[config.mk]
export PLATFORM = sky130hd
export DESIGN_NAME = tsq_ctrl
export DESIGN_NICKNAME = d
export VERILOG_FILES = /design/src/sv/tsq_pkg.sv /design/src/sv/tsq_ctrl.sv
export SDC_FILE = /design/constraint.sdc
export NUM_CORES = 1
export LEC_CHECK = 0
export BUFFER_PORTS_ARGS = -buffer_cell sky130_fd_sc_hd__buf_2
export CORE_MARGIN = 4
export CORE_UTILIZATION = 44
export DETAILED_ROUTE_END_ITERATION = 8
export MAX_ROUTING_LAYER = met4
export PLACE_DENSITY = 0.71
export SETUP_SLACK_MARGIN = 0.4
export SLEW_MARGIN = 10
export SYNTH_ARGS = -nofsm -noshare
export SYNTH_HDL_FRONTEND = slang
export SYNTH_SLANG_ARGS = --single-unit
[constraint.sdc]
create_clock -name clk -period 1.3 [get_ports clk]
set_clock_uncertainty 0.05 [all_clocks]
set_input_delay 0.26 -clock clk [delete_from_list [all_inputs] [get_ports clk]]
set_output_delay 0.26 -clock clk [all_outputs]
set_load 0.01 [all_outputs]
[src/sv/tsq_pkg.sv]
`timescale 1ns / 1ps
// ----------------------------------------------------------------------------
// tsq_pkg
// Shared types and constants for the timed squelch table unit.
// ----------------------------------------------------------------------------
package tsq_pkg;

  // Table geometry.
  localparam int ENTRIES  = 64;
  localparam int KEY_BITS = 64;
  localparam int IDX_W    = (ENTRIES > 1) ? $clog2(ENTRIES) : 1;
  localparam int CNT_W    = $clog2(ENTRIES + 1);

  // Fixed field widths.
  localparam int DUR_W  = 16;
  localparam int TIME_W = 32;

  // Register reset values.
  localparam logic [DUR_W-1:0] MIN_DUR_RESET = 16'd300;
  localparam logic [DUR_W-1:0] MAX_DUR_RESET = 16'd3600;

  // Register indexes on the configuration port.
  localparam logic REG_MIN_DURATION = 1'b0;
  localparam logic REG_MAX_DURATION = 1'b1;

  // Operation codes.
  typedef enum logic [1:0] {
    FUNC_ADD    = 2'd0,
    FUNC_REMOVE = 2'd1,
    FUNC_CHECK  = 2'd2
  } func_t;

  // Controller states.
  typedef enum logic [1:0] {
    ST_IDLE,
    ST_SCAN,
    ST_WRITE
  } state_t;

  // Commands from the controller to the datapath.
  typedef struct packed {
    logic             load;
    logic             rd_en;
    logic [IDX_W-1:0] rd_addr;
    logic             commit;
  } cmd_t;

endpackage

[src/sv/tsq_ctrl.sv]
`timescale 1ns / 1ps
// ----------------------------------------------------------------------------
// tsq_ctrl
// Sequencer: accepts a transaction, sweeps the table one entry per cycle,
// commits the update and hands the response to the output register.
// ----------------------------------------------------------------------------
module tsq_ctrl (
  input  logic          clk,
  input  logic          rst,
  input  logic          s_tvalid,
  output logic          s_tready,
  output logic          m_tvalid,
  input  logic          m_tready,
  output tsq_pkg::cmd_t cmd
);

  tsq_pkg::state_t              state, state_next;
  logic [tsq_pkg::CNT_W-1:0]    cnt, cnt_next;
  logic                         out_valid, out_valid_next;

  // State, sweep counter and output-valid registers.
  always_ff @(posedge clk) begin
    if (rst) begin
      state     <= tsq_pkg::ST_IDLE;
      cnt       <= '0;
      out_valid <= 1'b0;
    end else begin
      state     <= state_next;
      cnt       <= cnt_next;
      out_valid <= out_valid_next;
    end
  end

  // Next state and commands.
  always_comb begin
    state_next     = state;
    cnt_next       = cnt;
    cmd            = '0;
    cmd.rd_addr    = cnt[tsq_pkg::IDX_W-1:0];
    s_tready       = 1'b0;
    out_valid_next = out_valid && !m_tready;
    case (state)
      tsq_pkg::ST_IDLE: begin
        s_tready = 1'b1;
        if (s_tvalid) begin
          cmd.load   = 1'b1;
          cnt_next   = '0;
          state_next = tsq_pkg::ST_SCAN;
        end
      end
      tsq_pkg::ST_SCAN: begin
        // One read is issued per entry; a final sweep step without a read lets the last compare land.
        cmd.rd_en = (cnt < tsq_pkg::CNT_W'(tsq_pkg::ENTRIES));
        cnt_next  = cnt + 1'b1;
        if (cnt == tsq_pkg::CNT_W'(tsq_pkg::ENTRIES)) begin
          state_next = tsq_pkg::ST_WRITE;
        end
      end
      tsq_pkg::ST_WRITE: begin
        // Commit only once the output register is free or being drained.
        if (!out_valid || m_tready) begin
          cmd.commit     = 1'b1;
          out_valid_next = 1'b1;
          state_next     = tsq_pkg::ST_IDLE;
        end
      end
      default: begin
        state_next = tsq_pkg::ST_IDLE;
      end
    endcase
  end

  assign m_tvalid = out_valid;

endmodule

# Word-level counts from Yosys, hierarchy flattened
# Cells that the tools add are included.
# totals
regBits	10
inputBits	4
out_inout_bits	11
word_cells	33
# op_classes
n_addsub	1
magnitude_cmp	1
eq_ne	6
mux	14
reduce_logical	8
# op_table
cell	count
one-hot mux 7 bit (2 select lines)	1
two-way mux 1 bit	8
adder 7 x 1 -> 7 bit (second input constant)	1
equality test 7 bit (second input constant)	1
less-than comparator 7 bit (second input constant)	1
two-way mux 7 bit	1
two-way mux 2 bit	3
inequality test 2 bit (second input constant)	3
one-hot mux 2 bit (3 select lines)	1
AND reduction 3 bit	1
equality test 2 x 1 -> 1 bit (second input constant)	1
equality test 2 bit (second input constant)	1
logical NOT 1 bit	2
logical NOT 2 bit	1
AND reduction 2 bit	1
nonzero test 2 bit	1
logical AND 1 bit	1
logical OR 1 bit	1

# Depth between registers and ports, before layout
# Gate-level depths: netlist of the first run.
# logic_depth
word_depth	4
ltp_mapped	5
depth_no_buf	5

# Worst setup path before layout of the first run
# No wires, ideal clock.
# synth_path
path_kind	reg2reg
from	register cnt[0] (netlist name)
to	register cnt[4] (netlist name)
setup_time_ns	0.074
t_arrival_ns	1.126
required_ns	1.176
path_slack_ns	0.050
stages_incl_launch_ff	5
n_path_buf	0
synth_period_minus_slack_ns	1.250
cell_sequence	dfxtp_1 -> ha_1 -> nand3_1 -> or3_1 -> a31oi_1
# synth_between
elab_chain_len	2
# synth_lines
element	line_no	source
start: declaration	tsq_ctrl.sv:18	logic [tsq_pkg::CNT_W-1:0] cnt, cnt_next;
start signal: assignment	tsq_ctrl.sv:29	cnt <= cnt_next;
adder 7 x 1 -> 7 bit	tsq_ctrl.sv:54	cnt_next = cnt + 1'b1;
one-hot mux 7 bit (2 select lines)	tsq_ctrl.sv:42	case (state)
# No other way between the ends.
# A chain may end at the register's enable or synchronous reset.

==> results of run 1 <==
## path summary, 6_finish.rpt
kind            start  slack (ns)  endpoint  cells after the start
min reg2reg  m_tvalid        0.45  m_tvalid                      2
min               rst        0.23    cnt[5]                      2
max reg2reg  state[1]       -0.05    cnt[5]                      5
max          state[1]       -0.18    cmd[8]                      3
## routing by layer
metal	up-vias	global-route usage [%]	share of wire, %
li1	284	-	-
met3	0	5.285	5.5
met5	-	-	0
met1	292	20.34	43
met4	0	8.434	0
met2	18	30.37	52
## kinds of logic after synthesis
family,after synthesis
flip-flops,10
AND/OR/NAND/NOR,29
adder cells (fa/ha/maj),2
AO/OA/AOI/OAI,14
buffers and inverters,13
## state kept, by name, summed over array words and instances, names as in the netlist
name	count
cnt	7
state	2
m_tvalid	1
## per-stage QoR
step | power [mW] | setup slack, ns | cells | TNS [ns]
finish | 0.7191 | -0.1771 | 103 | -0.5303
global route | 0.7503 | -0.2136 | 103 | -0.8497
floorplan | 0.3788 | 0.1346 | 68 | 0
detailed placement | 0.3990 | 0.06435 | 90 | 0
CTS | 0.7138 | -0.1855 | 99 | -0.3504
global placement | 0.3984 | 0.07579 | 90 | 0
## layout make-up
type / instances / area, um^2
inverter: 4 / 15.01
tap: 14 / 17.52
fill: 66 / 240.2
multi-input combinational: 45 / 401.6
timing repair buffer: 26 / 244.0
clock buffer: 4 / 36.28
sequential: 10 / 231.5
## placed cells by master, fill, tap and decap left out, drive strengths merged, types with 2 or more instances in the layout
cell    Yosys  layout
or3         4       4
nand2       5       5
o211ai      2       2
nand3       5       5
a21oi       5       5
nor2        6       6
ha          2       2
inv         4       4
nand2b      3       3
buf         9      26
clkbuf      0       4
dfxtp      10      10
a31oi       2       2
## report_power, final
part / internal, mW / total [mW] / switching [mW]
clock network: 0.170 / 0.291 / 0.121
registers: 0.299 / 0.310 / 0.0103
logic: 0.0660 / 0.119 / 0.0527
total: 0.535 / 0.719 / 0.184
## timing repair
| action | CTS | global route |
|---|---|---|
| pin swaps | 10 | 3 |
| endpoints found under the setup margin | 20 | 20 |
| resized for setup | 28 | 12 |
| gates cloned | 0 | 0 |
| endpoints found under the hold margin | 0 | 0 |
| setup buffers | 5 | 4 |
==> out/metrics.csv, run 1 <==
metric,value,unit
post-synthesis compound-gate area fraction,17.06,%
share of cells above drive strength 1,68.54,%
drt total wl,1607,um
YS warnings,0,
Placed Area,681.9,um^2
CTS root buffer,clkbuf_4,
cts bufs inserted,3,
syn_nets,74,
Synth Instances,68,
area grow syn2layout,61.19,%
WS Path Type,reg -> out,
CP required,0.99,ns
Clock Sinks,10,
gr usage total,18.48,%
simple-gate share of the synthesized area,30.49,%
Worst setup EP type,output port,
nets@finish,96,
status,"finished, violations left",
ANT cells,0,
VDD IR-drop max,0.0005121,V
Period minus WS final,1.477,ns
cell taking the most area after synthesis,dfxtp_1,
top post-synthesis cells by area,"dfxtp_1, buf_4, a21oi_1",
Main synth FF type,dfxtp_1,
RSZ-0062 raised after global routing,yes,
number of iterations in the first detailed-routing pass,4,
maximum clock path buffer count,2,
"Clk pin slew, worst setup/hold paths",0.08,ns
CP arrival,1.17,ns
Max-Cap Viols,0,
"EDFF count, synth",0,
"FFs w/ async S/R, synth",0,%
worst-margin pin slew,0.3384,ns
Die H,44.52,um
site row count,12,
hold_ws,0.2285,ns
Buf/Inv on CP,2,
sequential element share of the synthesized area,34.12,%
initial antenna violation count,0,
TritonCTS clock tree,yes,
number of global-route vias before repair,557,
# IOs,15,
"delay-heaviest family, CP",simple AND/OR/NAND/NOR gates,
adder-cell share of the synthesized area,4.264,%
f_max,677.0,MHz
top cell type's share of synthesized area,34.12,%
initial DRC count,12,
ratio of final minimum period to clock period,113.6,%
Pleak,0.3710,nW
final hold vios,0,
Synth Area in XOR/XNOR,0,%
max-slew violation count,0,
CP Max Fanout,3,
top post-synthesis cells by count,"dfxtp_1, buf_4, nor2_1",
total number of vias,594,
Die X,44.52,um
total core area,1186,um^2
Routed WL per cell,15.60,um
total die area,1982,um^2
htree depth,1,
"count leader, synth",dfxtp_1,
aggregate global routing overflow,0,
largest net degree at the start of global routing,11,
DR vias/cell,5.767,
Max stage delay on crit path,0.41,ns
failing checks,setup timing,
Starting Density,49.47,%
critical-path cell list,or3b_4 > inv_2 > buf_6,
hold_buf cts,0,
HP Class,in -> reg,
DRC violations left,0,
largest family of logic cells by synthesized area,simple AND/OR/NAND/NOR gates,
port bufs,14,
clk_lat worst skew,0.27,ns
Mean Syn Cell Area,8.630,um^2
global-route wire length before repair,2553,um
Setup-failing EPs final,7,
ANT nets after route,0,
DP Wirelength,863.8,um
setup ws final,-0.1771,ns
critical path's slowest cell,or3b_4,
Routability Congestion,0.7553,
crit start category,flop,
number of distinct library cells after synthesis,25,
cell area after synthesis,586.8,um^2
design area,945.9,um^2
pwr dens,760.2,nW/um^2
final core utilization,79.75,%
multiplexer share of the synthesized area,0,%
Rel. slew slack,77.12,%
"FF+latch count, synth",10,
(Power assumes the default switching activity.)
==> inputs of run 2 (changes only) <==
- CTS_CLUSTER_SIZE: unset -> 24
- MAX_ROUTING_LAYER: met4 -> unset
- SETUP_SLACK_MARGIN: 0.4 -> unset
==> run 2 against run 1 <==
Sequential power rose by 2%. Sequential cell count did not move. Die area did not move. Routed wire length fell by 15%. The flow still finishes with violations (setup timing). Register-to-register slack improved by 0.09 ns.
==> out/metrics.csv, run 2 (synthesis gave the netlist of run 1 again) <==
metric,value,unit,change
aggregate global routing overflow,0,,unchanged
total core area,1186,um^2,unchanged
WS Path Type,reg -> out,,
Die H,44.52,um,unchanged
f_max,679.4,MHz,+0.35%
Period minus WS final,1.472,ns,-0.005160 ns
Rel. slew slack,78.60,%,+1.5 points
routed wl met3,75,um,-16%
port bufs,14,,unchanged
HP Class,in -> reg,,
nets@finish,96,,unchanged
ANT nets after route,0,,unchanged
met1 WL,604,um,-12%
Routability Congestion,0.7632,,+1.0%
share of cells above drive strength 1,51.14,%,-17 points
ANT cells,0,,unchanged
Starting Density,49.47,%,unchanged
R2R cell count,5,,unchanged
cts bufs inserted,3,,unchanged
Max-Cap Viols,0,,unchanged
maximum clock path buffer count,2,,unchanged
most frequent cells in the layout,"buf_2, buf_4",,
Worst setup EP type,output port,,
register area,214.0,um^2,-7.6%
"Clk pin slew, worst setup/hold paths",0.06,ns,-0.02 ns
CP arrival,1.16,ns,about the same
critical-path cell list,or3b_4 > inv_2 > buf_6,,
DR vias/cell,5.265,,-8.7%
number of global-route vias before repair,465,,-17%
DP Wirelength,908.4,um,+5.2%
# IOs,15,,unchanged
total number of vias,537,,-9.6%
CTS root buffer,clkbuf_4,,
WHS Endpoint,m_tvalid,,
drt total wl,1365,um,-15%
CP Max Fanout,3,,unchanged
Max Used Layer,met4,,
critical path's slowest cell,or3b_4,,
Hold Path Origin,m_tready,,
final hold vios,0,,unchanged
Placed Area,674.4,um^2,-1.1%
design area,798.3,um^2,-16%
max FFs per register,7,,unchanged
hold_buf cts,0,,unchanged
reg2reg start,state[0],,
htree depth,1,,unchanged
max-slew violation count,0,,unchanged
Fill cells,96,,+45%
CP required,0.99,ns,about the same
initial DRC count,6,,-6
site row count,12,,unchanged
area grow syn2layout,36.03,%,
Routed WL per cell,13.38,um,-14%
FF-to-FF setup slack,0.04,ns,+0.09 ns
gr usage total,13.97,%,-4.5 points
clk_lat worst skew,0.26,ns,about the same
largest net degree at the start of global routing,11,,unchanged
Setup-failing EPs final,3,,-4
setup tns final,-0.3635,ns,+0.1668 ns
WHS Path Cells,3,,+1
failing checks,setup timing,,
global-route wire length before repair,2042,um,-20%
total die area,1982,um^2,unchanged
number of iterations in the first detailed-routing pass,3,,-1
"most common cell after layout, fill and taps aside",buf_2,,
Pleak,0.3436,nW,-7.4%
"delay-heaviest family, CP",simple AND/OR/NAND/NOR gates,,
r2r endpoint,state[1],,
pwr dens,775.9,nW/um^2,+2.1%
Die X,44.52,um,unchanged
status,"finished, violations left",,
WL met2,675,um,-19%
Max stage delay on crit path,0.40,ns,about the same
RSZ-0062 raised after global routing,yes,,
Reg with most FFs,cnt,,
Clock Sinks,10,,unchanged
final core utilization,67.30,%,-12 points
DRC violations left,0,,unchanged
ratio of final minimum period to clock period,113.2,%,-0.40 points
Multi-input gate area,355.3,um^2,-12%
worst-margin pin slew,0.3168,ns,-0.02161 ns
crit start category,flop,,
TritonCTS clock tree,yes,,
Buf/Inv on CP,2,,unchanged
initial antenna violation count,0,,unchanged
setup ws final,-0.1720,ns,+0.005160 ns
VDD IR-drop max,0.0005658,V,+10%
## run 2: cell count changes in the layout (fill, tap and decap cells not counted), sizes merged
cell and delta:
clkbuf -1
## run 2: worst max path at each step
stage,from,endpoint,slack [ns],cells past startpoint
after floorplan,cnt[0],cnt[4],0.05,4
after global placement,state[0],cmd[8],0.05,3
after detailed placement,cnt[1],cnt[4],-0.001,4
after CTS,state[0],cmd[8],-0.18,3
after global routing,state[1],cmd[8],-0.20,3
final,state[1],cmd[8],-0.17,3
## run 2: through the flow
stage | setup slack (ns) | power [mW] | hold slack, ns | instances
floorplan | 0.04998 | 0.3705 | 0.4043 | 68
global placement | 0.05328 | 0.4020 | 0.4354 | 96
detailed placement | -0.001320 | 0.4030 | 0.4462 | 96
CTS | -0.1844 | 0.6204 | 0.2432 | 101
global route | -0.2018 | 0.6496 | 0.2676 | 102
finish | -0.1720 | 0.6194 | 0.2475 | 102
## run 2: area by class of cell
type                    instances  share of cell area (%)
repair buffers                 26                   21.79
flip-flops and latches         10                   26.80
inverters                       4                   1.881
clock buffers                   3                   2.821
well taps                      14                   2.194
multi-input cells              45                   44.51
## run 2: worst min-delay path, delay by kind of cell
kind,cells,cell delay (ns)
compound gates,1,0.06
buf+inv,1,0.09
simple gates,1,0.10
## run 2: metal layers
metal,vias up,track usage [%]
met2,12,21.49
met5,-,0
met4,0,3.614
li1,277,-
met1,246,17.63
met3,2,6.098
## run 2: timing repair
| item | CTS | global route |
|---|---|---|
| gates resized for setup | 13 | 9 |
| setup buffers | 2 | 2 |
| endpoints found under the setup margin | 5 | 10 |
| endpoints found under the hold margin | 0 | 0 |
| pin swaps | 1 | 4 |
## run 2: power breakdown
part	switching [mW]	internal, mW	total [mW]
clock	0.0989	0.107	0.206
sequential	0.00805	0.309	0.317
combinational	0.0471	0.0499	0.0970
